File: src/hybla_cwnd_update_unit_macros.svh
// Assertion macros for the Hybla congestion window update unit.
`ifndef HYBLA_CWND_UPDATE_UNIT_MACROS_SVH
`define HYBLA_CWND_UPDATE_UNIT_MACROS_SVH

`ifndef SYNTHESIS

// Same-cycle implication, clocked on clk, off while rst_n is low
`define HYBLA_ASSERT_IMP(name, ante, cons, msg) \
    name: assert property (@(posedge clk) disable iff (!rst_n) (ante) |-> (cons)) \
        else $error(msg);

// Next-cycle implication, clocked on clk, off while rst_n is low
`define HYBLA_ASSERT_NXT(name, ante, cons, msg) \
    name: assert property (@(posedge clk) disable iff (!rst_n) (ante) |=> (cons)) \
        else $error(msg);

`else

`define HYBLA_ASSERT_IMP(name, ante, cons, msg)

`define HYBLA_ASSERT_NXT(name, ante, cons, msg)

`endif

`endif

File: src/hybla_pkg.sv
// Shared types, constants and the power-of-two fraction table for the Hybla unit.
package hybla_pkg;

    // Datapath and register widths
    localparam int DATA_W       = 32;
    localparam int CFG_W        = 16;
    localparam int FRAC_ACC_W   = 8;
    localparam int SUB_SEG_W    = 7;     // window steps carried in 1/128 segment
    localparam int RHO_FRAC_W   = 3;     // rho held in eighths
    localparam int SHIFT_W      = 5;
    localparam int IN_TDATA_W   = 72;
    localparam int OUT_TDATA_W  = 72;

    // Fixed constants of the window rule
    localparam int FRACTION_TABLE_DEPTH = 8;
    localparam int MAX_SHIFT            = 16;
    localparam int ONE_SEGMENT          = 128;
    localparam int RHO_MIN              = 8;
    localparam int CFG_REF_RTT_RESET    = 25;
    localparam int CFG_CLAMP_RESET      = 65535;

    // Item kinds carried in tuser
    typedef enum logic [1:0] {
        OP_INIT  = 2'd0,
        OP_ACK   = 2'd1,
        OP_STATE = 2'd2
    } opcode_t;

    // Configuration register indexes
    typedef enum logic {
        CFG_REF_RTT = 1'b0,
        CFG_CLAMP   = 1'b1
    } cfg_index_t;

    // Sequencer states
    typedef enum logic [3:0] {
        S_IDLE,
        S_DECODE,
        S_MDIV,
        S_MUL,
        S_GROW,
        S_CADIV,
        S_APPLY_ADD,
        S_APPLY_BUMP,
        S_APPLY_SS,
        S_APPLY_CLAMP,
        S_OUT
    } state_t;

    // 2^(k/8) in 1/128 units
    function automatic logic [7:0] pow2_frac(input logic [RHO_FRAC_W-1:0] idx);
        logic [7:0] val;
        case (idx)
            3'd0:    val = 8'd128;
            3'd1:    val = 8'd139;
            3'd2:    val = 8'd152;
            3'd3:    val = 8'd165;
            3'd4:    val = 8'd181;
            3'd5:    val = 8'd197;
            3'd6:    val = 8'd215;
            3'd7:    val = 8'd234;
            default: val = 8'd128;
        endcase
        return val;
    endfunction

endpackage

File: src/hybla_div.sv
// Shared restoring divider, one quotient bit per cycle.
module hybla_div #(
    parameter int WIDTH = hybla_pkg::DATA_W
) (
    input  logic             clk,
    input  logic             rst_n,
    input  logic             start,
    input  logic [WIDTH-1:0] dividend,
    input  logic [WIDTH-1:0] divisor,
    output logic             busy,
    output logic             done,
    output logic [WIDTH-1:0] quotient
);

    localparam int CNT_W = $clog2(WIDTH + 1);

    logic             busy_reg, busy_next;
    logic             done_reg, done_next;
    logic [CNT_W-1:0] cnt_reg, cnt_next;
    logic [WIDTH-1:0] rem_reg, rem_next;
    logic [WIDTH-1:0] quo_reg, quo_next;
    logic [WIDTH-1:0] dvs_reg, dvs_next;

    logic [WIDTH:0]   trial;
    logic [WIDTH:0]   diff;
    logic             fits;

    // Trial subtract of the shifted remainder
    assign trial = {rem_reg, quo_reg[WIDTH-1]};
    assign diff  = trial - {1'b0, dvs_reg};
    assign fits  = (trial >= {1'b0, dvs_reg});

    // Next state of the iteration
    always_comb
    begin
        busy_next = busy_reg;
        done_next = 1'b0;
        cnt_next  = cnt_reg;
        rem_next  = rem_reg;
        quo_next  = quo_reg;
        dvs_next  = dvs_reg;
        if (start)
        begin
            busy_next = 1'b1;
            cnt_next  = '0;
            rem_next  = '0;
            quo_next  = dividend;
            dvs_next  = divisor;
        end
        else if (busy_reg)
        begin
            rem_next = fits ? diff[WIDTH-1:0] : trial[WIDTH-1:0];
            quo_next = {quo_reg[WIDTH-2:0], fits};
            cnt_next = cnt_reg + 1'b1;
            if (cnt_reg == CNT_W'(WIDTH - 1))
            begin
                busy_next = 1'b0;
                done_next = 1'b1;
            end
        end
    end

    // Control registers
    always_ff @(posedge clk or negedge rst_n)
    begin
        if (!rst_n)
        begin
            busy_reg <= 1'b0;
            done_reg <= 1'b0;
            cnt_reg  <= '0;
        end
        else
        begin
            busy_reg <= busy_next;
            done_reg <= done_next;
            cnt_reg  <= cnt_next;
        end
    end

    // Datapath registers
    always_ff @(posedge clk)
    begin
        rem_reg <= rem_next;
        quo_reg <= quo_next;
        dvs_reg <= dvs_next;
    end

    assign busy     = busy_reg;
    assign done     = done_reg;
    assign quotient = quo_reg;

endmodule

File: src/hybla_cwnd_update_unit.sv
// Top level of the Hybla congestion window update unit: sequencer and window datapath.
//
// One flow's Hybla window state. Items arrive on the s_axis channel: tuser
// carries the item kind (init, ack, state change), tdata the RTT, ssthresh
// and flags. Each item gives exactly one result transfer on m_axis with the
// window, the slow start and Reno fallback flags and rho in eighths.
// Configuration (reference RTT, window clamp) is written through cfg_wr_en,
// cfg_index and cfg_data; the user must write it only while no item is in
// flight, as the block itself does not enforce this. A rho measurement and
// a congestion avoidance step each take one pass through the shared
// divider. The input is ready only while the sequencer is idle, so a new
// item is accepted only after the previous one has been handed to the
// output register.
// Results sit in an output register: the next item is accepted while a result
// waits, and a stalled receiver holds the sequencer in its output state only
// once the following result is ready.
// Reset clears the window state to zero, loads the configuration defaults and
// empties the output register.
`include "hybla_cwnd_update_unit_macros.svh"

module hybla_cwnd_update_unit (
    input  logic                               clk,
    input  logic                               rst_n,
    // Input items
    input  logic                               s_axis_tvalid,
    output logic                               s_axis_tready,
    // [31:0] smoothed_rtt, [32] window_limited, [64:33] slow_start_threshold,
    // [65] state_open, [71:66] zero
    input  logic [hybla_pkg::IN_TDATA_W-1:0]   s_axis_tdata,
    // [1:0] opcode
    input  logic [1:0]                         s_axis_tuser,
    // Results
    output logic                               m_axis_tvalid,
    input  logic                               m_axis_tready,
    // [31:0] window, [32] in_slow_start, [33] reno_fallback, [65:34] rho_eighths,
    // [71:66] zero
    output logic [hybla_pkg::OUT_TDATA_W-1:0]  m_axis_tdata,
    // Configuration writes
    input  logic                               cfg_wr_en,
    input  logic                               cfg_index,
    input  logic [hybla_pkg::CFG_W-1:0]        cfg_data
);

    localparam int DW = hybla_pkg::DATA_W;

    hybla_pkg::state_t state_reg, state_next;

    // Latched input item
    logic [1:0]                        opcode_reg, opcode_next;
    logic [DW-1:0]                     srtt_reg, srtt_next;
    logic                              limited_reg, limited_next;
    logic [DW-1:0]                     ssthresh_reg, ssthresh_next;
    logic                              open_reg, open_next;

    // Configuration
    logic [hybla_pkg::CFG_W-1:0]       ref_rtt_reg, ref_rtt_next;
    logic [hybla_pkg::CFG_W-1:0]       clamp_reg, clamp_next;

    // Flow state
    logic                              enabled_reg, enabled_next;
    logic [DW-1:0]                     cwnd_reg, cwnd_next;
    logic [DW-1:0]                     gc_reg, gc_next;
    logic [hybla_pkg::FRAC_ACC_W-1:0]  frac_acc_reg, frac_acc_next;
    logic [DW-1:0]                     rho_reg, rho_next;
    logic [DW-1:0]                     rho_sq_reg, rho_sq_next;
    logic [DW-1:0]                     lowest_reg, lowest_next;

    // Per-item working values
    logic [DW-1:0]                     inc_reg, inc_next;
    logic                              slow_reg, slow_next;
    logic                              reno_reg, reno_next;

    // Output register
    logic                                 out_valid_reg, out_valid_next;
    logic [hybla_pkg::OUT_TDATA_W-1:0]    out_data_reg, out_data_next;

    // Shared divider
    logic                              div_start;
    logic [DW-1:0]                     div_dividend;
    logic [DW-1:0]                     div_divisor;
    logic                              div_busy;
    logic                              div_done;
    logic [DW-1:0]                     div_quo;

    // Datapath helpers
    logic [DW-1:0]                     ref_div;
    logic [DW-1:0]                     cwnd_div;
    logic [DW-1:0]                     sq_lo;
    logic [hybla_pkg::SHIFT_W-1:0]     ss_shift;
    logic [DW-1:0]                     ss_inc;
    logic [hybla_pkg::FRAC_ACC_W-1:0]  frac_sum;
    logic [DW-1:0]                     clamp_ext;

    hybla_div #(
        .WIDTH (DW)
    ) u_div (
        .clk      (clk),
        .rst_n    (rst_n),
        .start    (div_start),
        .dividend (div_dividend),
        .divisor  (div_divisor),
        .busy     (div_busy),
        .done     (div_done),
        .quotient (div_quo)
    );

    // Divisors with zero read as one
    assign ref_div  = (ref_rtt_reg == '0) ? DW'(1) : {{(DW - hybla_pkg::CFG_W){1'b0}}, ref_rtt_reg};
    assign cwnd_div = (cwnd_reg == '0) ? DW'(1) : cwnd_reg;

    // Low word of rho squared
    assign sq_lo = rho_reg * rho_reg;

    // Slow start step: 2^rho in 1/128 units, less one segment
    assign ss_shift = (rho_reg[DW-1:hybla_pkg::RHO_FRAC_W] < (DW - hybla_pkg::RHO_FRAC_W)'(hybla_pkg::MAX_SHIFT))
                    ? rho_reg[hybla_pkg::RHO_FRAC_W +: hybla_pkg::SHIFT_W]
                    : hybla_pkg::SHIFT_W'(hybla_pkg::MAX_SHIFT);
    assign ss_inc   = ({{(DW - 8){1'b0}}, hybla_pkg::pow2_frac(rho_reg[hybla_pkg::RHO_FRAC_W-1:0])}
                       << ss_shift) - DW'(hybla_pkg::ONE_SEGMENT);

    // Sub-segment accumulation, bit 7 is the carry into the window
    assign frac_sum  = frac_acc_reg + {1'b0, inc_reg[hybla_pkg::SUB_SEG_W-1:0]};
    assign clamp_ext = {{(DW - hybla_pkg::CFG_W){1'b0}}, clamp_reg};

    assign s_axis_tready = (state_reg == hybla_pkg::S_IDLE);
    assign m_axis_tvalid = out_valid_reg;
    assign m_axis_tdata  = out_data_reg;

    // Configuration writes
    always_comb
    begin
        ref_rtt_next = ref_rtt_reg;
        clamp_next   = clamp_reg;
        if (cfg_wr_en)
        begin
            case (cfg_index)
                hybla_pkg::CFG_REF_RTT: ref_rtt_next = cfg_data;
                hybla_pkg::CFG_CLAMP:   clamp_next   = cfg_data;
                default:                ref_rtt_next = ref_rtt_reg;
            endcase
        end
    end

    // Sequencer and window update
    always_comb
    begin
        state_next     = state_reg;
        opcode_next    = opcode_reg;
        srtt_next      = srtt_reg;
        limited_next   = limited_reg;
        ssthresh_next  = ssthresh_reg;
        open_next      = open_reg;
        enabled_next   = enabled_reg;
        cwnd_next      = cwnd_reg;
        gc_next        = gc_reg;
        frac_acc_next  = frac_acc_reg;
        rho_next       = rho_reg;
        rho_sq_next    = rho_sq_reg;
        lowest_next    = lowest_reg;
        inc_next       = inc_reg;
        slow_next      = slow_reg;
        reno_next      = reno_reg;
        out_data_next  = out_data_reg;
        out_valid_next = out_valid_reg && !m_axis_tready;
        div_start      = 1'b0;
        div_dividend   = srtt_reg;
        div_divisor    = ref_div;

        case (state_reg)
            hybla_pkg::S_IDLE:
            begin
                if (s_axis_tvalid)
                begin
                    opcode_next   = s_axis_tuser;
                    srtt_next     = s_axis_tdata[31:0];
                    limited_next  = s_axis_tdata[32];
                    ssthresh_next = s_axis_tdata[64:33];
                    open_next     = s_axis_tdata[65];
                    state_next    = hybla_pkg::S_DECODE;
                end
            end

            hybla_pkg::S_DECODE:
            begin
                slow_next = 1'b0;
                reno_next = 1'b0;
                case (opcode_reg)
                    hybla_pkg::OP_INIT:
                    begin
                        lowest_next = srtt_reg;
                        div_start   = 1'b1;
                        state_next  = hybla_pkg::S_MDIV;
                    end
                    hybla_pkg::OP_ACK:
                    begin
                        // new minimum RTT: re-measure rho
                        if (srtt_reg < lowest_reg)
                        begin
                            lowest_next = srtt_reg;
                            div_start   = 1'b1;
                            state_next  = hybla_pkg::S_MDIV;
                        end
                        else
                        begin
                            state_next = hybla_pkg::S_GROW;
                        end
                    end
                    hybla_pkg::OP_STATE:
                    begin
                        enabled_next = open_reg;
                        state_next   = hybla_pkg::S_OUT;
                    end
                    default:
                    begin
                        state_next = hybla_pkg::S_OUT;
                    end
                endcase
            end

            // rho = srtt / reference, floored at one segment
            hybla_pkg::S_MDIV:
            begin
                if (div_done)
                begin
                    rho_next   = (div_quo < DW'(hybla_pkg::RHO_MIN)) ? DW'(hybla_pkg::RHO_MIN)
                                                                     : div_quo;
                    state_next = hybla_pkg::S_MUL;
                end
            end

            hybla_pkg::S_MUL:
            begin
                rho_sq_next = {sq_lo[DW-2:0], 1'b0};
                if (opcode_reg == hybla_pkg::OP_INIT)
                begin
                    enabled_next  = 1'b1;
                    frac_acc_next = '0;
                    cwnd_next     = {{hybla_pkg::RHO_FRAC_W{1'b0}}, rho_reg[DW-1:hybla_pkg::RHO_FRAC_W]};
                    state_next    = hybla_pkg::S_OUT;
                end
                else
                begin
                    state_next = hybla_pkg::S_GROW;
                end
            end

            hybla_pkg::S_GROW:
            begin
                if (!limited_reg)
                begin
                    state_next = hybla_pkg::S_OUT;
                end
                else if (!enabled_reg)
                begin
                    reno_next  = 1'b1;
                    state_next = hybla_pkg::S_OUT;
                end
                else if (rho_reg[DW-1:hybla_pkg::RHO_FRAC_W] == '0)
                begin
                    // rho never measured: measure it now
                    div_start  = 1'b1;
                    state_next = hybla_pkg::S_MDIV;
                end
                else if (cwnd_reg < ssthresh_reg)
                begin
                    slow_next  = 1'b1;
                    inc_next   = ss_inc;
                    state_next = hybla_pkg::S_APPLY_ADD;
                end
                else
                begin
                    div_start    = 1'b1;
                    div_dividend = rho_sq_reg;
                    div_divisor  = cwnd_div;
                    state_next   = hybla_pkg::S_CADIV;
                end
            end

            // congestion avoidance step rho^2 / cwnd
            hybla_pkg::S_CADIV:
            begin
                div_dividend = rho_sq_reg;
                div_divisor  = cwnd_div;
                if (div_done)
                begin
                    inc_next = div_quo;
                    if (div_quo < DW'(hybla_pkg::ONE_SEGMENT))
                    begin
                        gc_next = gc_reg + 1'b1;
                    end
                    state_next = hybla_pkg::S_APPLY_ADD;
                end
            end

            // whole segments plus carry out of the fraction
            hybla_pkg::S_APPLY_ADD:
            begin
                cwnd_next     = cwnd_reg + {{hybla_pkg::SUB_SEG_W{1'b0}}, inc_reg[DW-1:hybla_pkg::SUB_SEG_W]}
                              + {{(DW - 1){1'b0}}, frac_sum[hybla_pkg::SUB_SEG_W]};
                frac_acc_next = {1'b0, frac_sum[hybla_pkg::SUB_SEG_W-1:0]};
                if (frac_sum[hybla_pkg::SUB_SEG_W])
                begin
                    gc_next = '0;
                end
                state_next = hybla_pkg::S_APPLY_BUMP;
            end

            // zero step: grow once per window of acks
            hybla_pkg::S_APPLY_BUMP:
            begin
                if (inc_reg == '0 && gc_reg >= cwnd_reg)
                begin
                    cwnd_next = cwnd_reg + 1'b1;
                    gc_next   = '0;
                end
                state_next = hybla_pkg::S_APPLY_SS;
            end

            hybla_pkg::S_APPLY_SS:
            begin
                if (slow_reg && cwnd_reg > ssthresh_reg)
                begin
                    cwnd_next = ssthresh_reg;
                end
                state_next = hybla_pkg::S_APPLY_CLAMP;
            end

            hybla_pkg::S_APPLY_CLAMP:
            begin
                if (cwnd_reg > clamp_ext)
                begin
                    cwnd_next = clamp_ext;
                end
                state_next = hybla_pkg::S_OUT;
            end

            // hand the result to the output register once it is free
            hybla_pkg::S_OUT:
            begin
                if (!out_valid_reg || m_axis_tready)
                begin
                    out_data_next  = {{(hybla_pkg::OUT_TDATA_W - 2 * DW - 2){1'b0}},
                                      rho_reg, reno_reg, slow_reg, cwnd_reg};
                    out_valid_next = 1'b1;
                    state_next     = hybla_pkg::S_IDLE;
                end
            end

            default:
            begin
                state_next = hybla_pkg::S_IDLE;
            end
        endcase
    end

    // Control and flow state
    always_ff @(posedge clk or negedge rst_n)
    begin
        if (!rst_n)
        begin
            state_reg     <= hybla_pkg::S_IDLE;
            ref_rtt_reg   <= hybla_pkg::CFG_W'(hybla_pkg::CFG_REF_RTT_RESET);
            clamp_reg     <= hybla_pkg::CFG_W'(hybla_pkg::CFG_CLAMP_RESET);
            enabled_reg   <= 1'b0;
            cwnd_reg      <= '0;
            gc_reg        <= '0;
            frac_acc_reg  <= '0;
            rho_reg       <= '0;
            rho_sq_reg    <= '0;
            lowest_reg    <= '0;
            out_valid_reg <= 1'b0;
        end
        else
        begin
            state_reg     <= state_next;
            ref_rtt_reg   <= ref_rtt_next;
            clamp_reg     <= clamp_next;
            enabled_reg   <= enabled_next;
            cwnd_reg      <= cwnd_next;
            gc_reg        <= gc_next;
            frac_acc_reg  <= frac_acc_next;
            rho_reg       <= rho_next;
            rho_sq_reg    <= rho_sq_next;
            lowest_reg    <= lowest_next;
            out_valid_reg <= out_valid_next;
        end
    end

    // Item and result payload
    always_ff @(posedge clk)
    begin
        opcode_reg   <= opcode_next;
        srtt_reg     <= srtt_next;
        limited_reg  <= limited_next;
        ssthresh_reg <= ssthresh_next;
        open_reg     <= open_next;
        inc_reg      <= inc_next;
        slow_reg     <= slow_next;
        reno_reg     <= reno_next;
        out_data_reg <= out_data_next;
    end

    // Checks
    `HYBLA_ASSERT_IMP(a_frac_below_segment, state_reg == hybla_pkg::S_IDLE, frac_acc_reg < 8'd128, "fraction accumulator reached a whole segment")
    `HYBLA_ASSERT_IMP(a_div_start_free, div_start, !div_busy, "divider started while busy")
    `HYBLA_ASSERT_IMP(a_div_done_awaited, div_done, state_reg == hybla_pkg::S_MDIV || state_reg == hybla_pkg::S_CADIV, "divider result not awaited")
    `HYBLA_ASSERT_IMP(a_rho_floor, state_reg == hybla_pkg::S_MUL, rho_reg >= 32'd8, "measured rho below one segment")
    `HYBLA_ASSERT_NXT(a_result_loaded, state_reg == hybla_pkg::S_OUT && (!out_valid_reg || m_axis_tready), out_valid_reg && state_reg == hybla_pkg::S_IDLE, "result not loaded into output register")

endmodule
File: config.mk
export PLATFORM = sky130hd
export DESIGN_NAME = hybla_cwnd_update_unit
export DESIGN_NICKNAME = d
export VERILOG_FILES = /design/src/hybla_pkg.sv /design/src/hybla_div.sv /design/src/hybla_cwnd_update_unit.sv
export VERILOG_INCLUDE_DIRS = /design/src /design/src/src
export SDC_FILE = /design/constraint.sdc
export NUM_CORES = 2
export LEC_CHECK = 0
export ABC_CLOCK_PERIOD_IN_PS = 10930
export BUFFER_PORTS_ARGS = -buffer_cell sky130_fd_sc_hd__clkbuf_2
export CORE_ASPECT_RATIO = 1.75
export CORE_MARGIN = 4
export CORE_UTILIZATION = 35
export CTS_CLUSTER_SIZE = 30
export DETAILED_ROUTE_END_ITERATION = 8
export PLACE_DENSITY = 0.46
export SLEW_MARGIN = 10
export SYNTH_ARGS = -nofsm -noshare
export SYNTH_HDL_FRONTEND = slang
export SYNTH_SLANG_ARGS = --single-unit
File: constraint.sdc
create_clock -name clk -period 10.93 [get_ports clk]
set_input_delay 1.093 -clock clk [delete_from_list [all_inputs] [get_ports clk]]
set_output_delay 1.093 -clock clk [all_outputs]
set_load 0.1 [all_outputs]
# Yosys cells after proc, flatten, opt, wreduce, memory -nomap -nowiden
# Memories as Yosys holds them, arrays and structs flattened.
# Cells that the tools add are included.
[word_totals] rom_bits=56 regBits=477 word_cells=188 memories=1 input_bits=96
[op_classes] shift=1 eq_ne=30 order_cmp=9 n_addsub=8 n_mul=1 bitwise_logic=1 n_mux=77 n_reduce_logical=34
[mem_list] name="(no name shown)" words=8 word_bits=7 read_ports=1 rd_clocked_by_memory_dff=0 write_ports=0 line="hybla_pkg.sv:53" text="case (idx)"
[ops] op="$mux 32" n=27
[ops] op="$pmux 32 s2" n=4
[ops] op="$pmux 32 s5" n=1
[ops] op="$pmux 32 s3" n=1
[ops] op="$add 32x1->32 const B" n=2
[ops] op="$logic_not 32->1" n=2
[ops] op="$lt 32x32->1" n=2
[ops] op="$pmux 4 s11" n=1
[ops] op="$ge 33x32->1" n=1
[ops] op="$add 32x1->32" n=1
[ops] op="$add 32x25->32" n=1
[ops] op="$ge 32x32->1" n=1
[ops] op="$gt 32x16->1" n=1
[ops] op="$gt 32x32->1" n=1
[ops] op="$lt 32x4->1 const B" n=1
[ops] op="$lt 32x8->1 const B" n=1
[ops] op="$mul 32x32->31" n=1
[ops] op="$shl 8x5->32" n=1
[ops] op="$sub 32x32->32" n=1
[ops] op="$sub 32x8->32 const B" n=1
[ops] op="$logic_not 29->1" n=1
[ops] op="$lt 29x5->1 const B" n=1
[ops] op="$mux 4" n=7
[ops] op="$ne 2x2->1 const B" n=14
[ops] op="other kinds (35)" n=86

# Depth between registers and ports, before layout
[depth] depth_word=9 depth_mapped=32 mapped_depth_nobuf=28

# Modules after synthesis
# From an unflattened synthesis, not the netlist that was laid out.
[hier_totals] cells_unflattened=4176 hier_area_um2=40697.8
[by_module_without_submodules] module="hybla_cwnd_update_unit" area_each_um2=34760.8 cells_each=3588 n_inst=1 seq_area_each_um2=10148.5
[by_module_without_submodules] module="hybla_div" area_each_um2=5936.9 cells_each=588 n_inst=1 seq_area_each_um2=2762.6

# Worst setup path before layout
# Ideal clock, no wire load.
[synth_timing] path_kind="reg-to-reg" start="reg rho_reg[4]" end="reg rho_sq_reg[29]" t_arrival_ns=7.808 required_ns=10.794 stages_incl_launch_ff=29 slack_ns=2.986 synth_period_minus_slack_ns=7.944 path_cell_list="dfrtp_1 > buf_6 > clkbuf_1 > clkbuf_1 > buf_1 > nand2_1 > fa_1 > inv_1 > fa_1 > fa_1 > inv_1 > fa_1 > inv_1 > fa_1 > inv_1 > fa_1 > inv_1 > fa_1 > inv_1 > fa_1 > inv_1 > ha_1 > a21o_1 > o311a_1 > a311oi_1 > o211ai_1 > a31oi_1 > xor2_1 > o21ai_0"
[synth_via] elab_chain_cells=1
[synth_lines] element="start: declaration" line="hybla_cwnd_update_unit.sv:64" text="logic [DW-1:0] rho_reg, rho_next;"
[synth_lines] element="start signal: assignment" line="hybla_cwnd_update_unit.sv:382" text="rho_reg <= rho_next;"
[synth_lines] element="$mul 32x32->31" line="hybla_cwnd_update_unit.sv:112" text="assign sq_lo = rho_reg * rho_reg;"
[synth_lines] element="end signal: assignment" line="hybla_cwnd_update_unit.sv:383" text="rho_sq_reg <= rho_sq_next;"
[synth_lines] element="end: declaration" line="hybla_cwnd_update_unit.sv:65" text="logic [DW-1:0] rho_sq_reg, rho_sq_next;"
# No other way between the ends.
# A chain may end at the register's enable or synchronous reset.

# Worst setup path in the final report
[layout_timing] start="reg rho_reg[6]" end="reg rho_sq_reg[31]"
# Same word-level chain as after synthesis.

==> impl_metrics.json <==
{
  "worstRegToRegCells": 25,
  "fin_crit_sh_pct": 80.2,
  "clock-root-buffer": "clkbuf_16",
  "grt_setup_unrepaired": "false",
  "cts_tree": "yes",
  "overflow": 0,
  "leakage_uw": 0.0208,
  "power.total_uw": 9630,
  "cap_violations": 0,
  "synth-seq-cells": 475,
  "synth_edf_count": 232,
  "vdd_drop_max_uv": 151,
  "cp-end-kind": "register",
  "die_w_microns": 264,
  "std_cell_rows": 164,
  "grt_pass1_wl_microns": 206000,
  "vias_per_cell": 5.24,
  "num_vias": 30500,
  "syn_inst": 4170,
  "postCtsHoldBufs": 0,
  "routed_wl_microns": 135000,
  "crit_cells": 25,
  "relSlewSlack_pct": 23.1,
  "required_ns": 11.40,
  "synth_cell_types": 86,
  "max_freq_mhz": 114,
  "fin_tns_setup_ns": 0,
  "crit_path_top_delay_cell": "dfrtp_1",
  "htreeDepth": 2,
  "clk_latency_ns": 0.67,
  "cp_max_fo": 21,
  "start_util_pct": 35.2,
  "finClkSkew_ns": 0.0624,
  "yosysWarnings": 0,
  "pin_count": 170,
  "p_per_area_nw_per_um2": 216,
  "routedWlPerCell_microns": 23.3,
  "worst-path-buf-inv": 8,
  "cts_inserted_buffers": 51,
  "ant_nets": 0,
  "drc": 0,
  "dr.pass1.iters": 8,
  "crit_family": "adder cells",
  "worst_slack_ns": 2.16,
  "cts_setup_buffers": 0,
  "path_clk_slew_ns": 0.07,
  "arrival_ns": 9.24,
  "finalHoldViolations": 0,
  "core_sq_um": 114000,
  "hold_class": "reg -> reg",
  "setup_violations": 0,
  "place_congestion": 0.911,
  "hpwlAfterDp_microns": 108000,
  "cts.sinks": 475,
  "critPathMostFrequentCell": "fa_1",
  "slew_violations": 0,
  "outcome": "completed",
  "avgSynthCellArea_sq_um": 9.62,
  "first_global_vias": 33400,
  "yosysSeqAreaShare_pct": 32.2,
  "largest_reg_flops": 66,
  "dpl_worst_slack_ns": 2.13,
  "io_buffers": 157,
  "initialDrtViolationCount": 1535,
  "final_common_cell": "inv_1",
  "criticalPathCategory": "reg -> reg",
  "most-common-layout-cells": "inv_1, nand2_1, fa_1",
  "antenna_found_initial": 2,
  "async_reset_ff_share_pct": 44.4,
  "die_area_sq_um": 120000,
  "layout-drive-gt1-share_pct": 10.9,
  "fin_util_pct": 39.0,
  "die_h_microns": 456,
  "yosys_most_used_dff": "edfxtp_1",
  "cts_buffer_depth": 3,
  "crit_path_start_kind": "register",
  "area_delta_synth_final_pct": 10.9,
  "worst_pin_slew_ns": 1.15,
  "grt_start_max_net_pins": 101,
  "hold_depth": 0,
  "period_minus_slack_ns": 8.77,
  "cts_resized": 0,
  "cp_slowest_stage_delay_ns": 0.74,
  "grt_usage_pct": 22.4,
  "netlist_area_sq_um": 40100,
  "hold_ws_ns": 0.419,
  "final_net_count": 5023
}
per-layer routing:
layer / track usage [%] / vias up / routed length, microns
met4: 12.7 / 0 / 9160
met3: 2.08 / 295 / 3950
li1: - / 14200 / -
met5: 0 / - / 0
met1: 22.1 / 15300 / 45500
met2: 44.8 / 641 / 76600
final timing paths:
check	slack (ns)	startpoint	endpoint
min in group asynchronous	0.49	rst_n	u_div.cnt_reg[2]
hold / removal	0.42	reno_reg	m_axis_tdata[33]
setup reg to reg	2.16	rho_reg[6]	rho_sq_reg[31]
max in group asynchronous	8.89	rst_n	cwnd_reg[2]
hold reg to reg	0.42	reno_reg	m_axis_tdata[33]
setup / recovery	2.16	rho_reg[6]	rho_sq_reg[31]
cells in the mapped netlist, types with 13 or more instances:
| cell type | number | area [sq um] |
|---|---|---|
| o31ai_1 | 16 | 120 |
| nor4_1 | 41 | 257 |
| nand4_1 | 49 | 307 |
| dfstp_2 | 19 | 499 |
| mux2i_1 | 22 | 220 |
| a221oi_1 | 17 | 149 |
| a31oi_1 | 52 | 325 |
| a211oi_1 | 41 | 308 |
| clkbuf_1 | 158 | 593 |
| o22ai_1 | 19 | 119 |
| and2_1 | 111 | 694 |
| nand2_1 | 365 | 1370 |
| xor2_1 | 47 | 412 |
| and3_1 | 34 | 213 |
| o21bai_1 | 17 | 128 |
| o21a_1 | 28 | 210 |
| dfxtp_1 | 32 | 641 |
| xnor2_1 | 102 | 893 |
| o21ai_0 | 194 | 971 |
| ha_1 | 302 | 3780 |
| o221ai_1 | 13 | 114 |
| dfrtp_1 | 192 | 4800 |
| nor2_1 | 253 | 950 |
| inv_1 | 704 | 2640 |
| fa_1 | 351 | 7030 |
| edfxtp_1 | 232 | 6970 |
| a21o_1 | 60 | 450 |
| nand2b_1 | 28 | 175 |
| nor3_1 | 68 | 340 |
| nor2b_1 | 22 | 138 |
| nand3_1 | 91 | 455 |
| mux2_2 | 99 | 1110 |
| a21oi_1 | 168 | 841 |
final cells by class:
type	count	area, sq um
diodes	1	2.50
well taps	1494	1870
flip-flops and latches	475	12900
repair buffers	226	1310
clock buffers	63	1350
multi-input cells	2814	23900
fillers	11600	69600
clock inverters	33	445
inverters	706	2650
report_power, final:
group	switching (uW)	leakage, uW	internal (uW)
Combinational	2870	0.0147	1670
Clock	828	0.000852	1060
Sequential	654	0.00516	2550
kinds of logic (layout without fill, tap and decap cells):
| kind of cell | after synthesis | count (layout) | share of synthesized area [%] |
|---|---|---|---|
| mux | 125 | 125 | 3.55 |
| flops | 475 | 475 | 32.2 |
| buf+inv | 888 | 1028 | 8.41 |
| xor+xnor | 149 | 149 | 3.25 |
| other cells | 1 | 9 | 0.00935 |
| compound gates | 758 | 758 | 12.3 |
| fa+ha+maj | 653 | 653 | 26.9 |
| simple gates | 1121 | 1121 | 13.4 |
through the flow:
stage          instance area (sq um)  std cells
2_1_floorplan                  40100       4177
3_3_place_gp                   42700       5715
3_5_place_dp                   42700       5715
4_1_cts                        44500       5811
5_1_grt                        44500       5812
6_report                       44500       5812
Power figures use the tool's default switching activity.
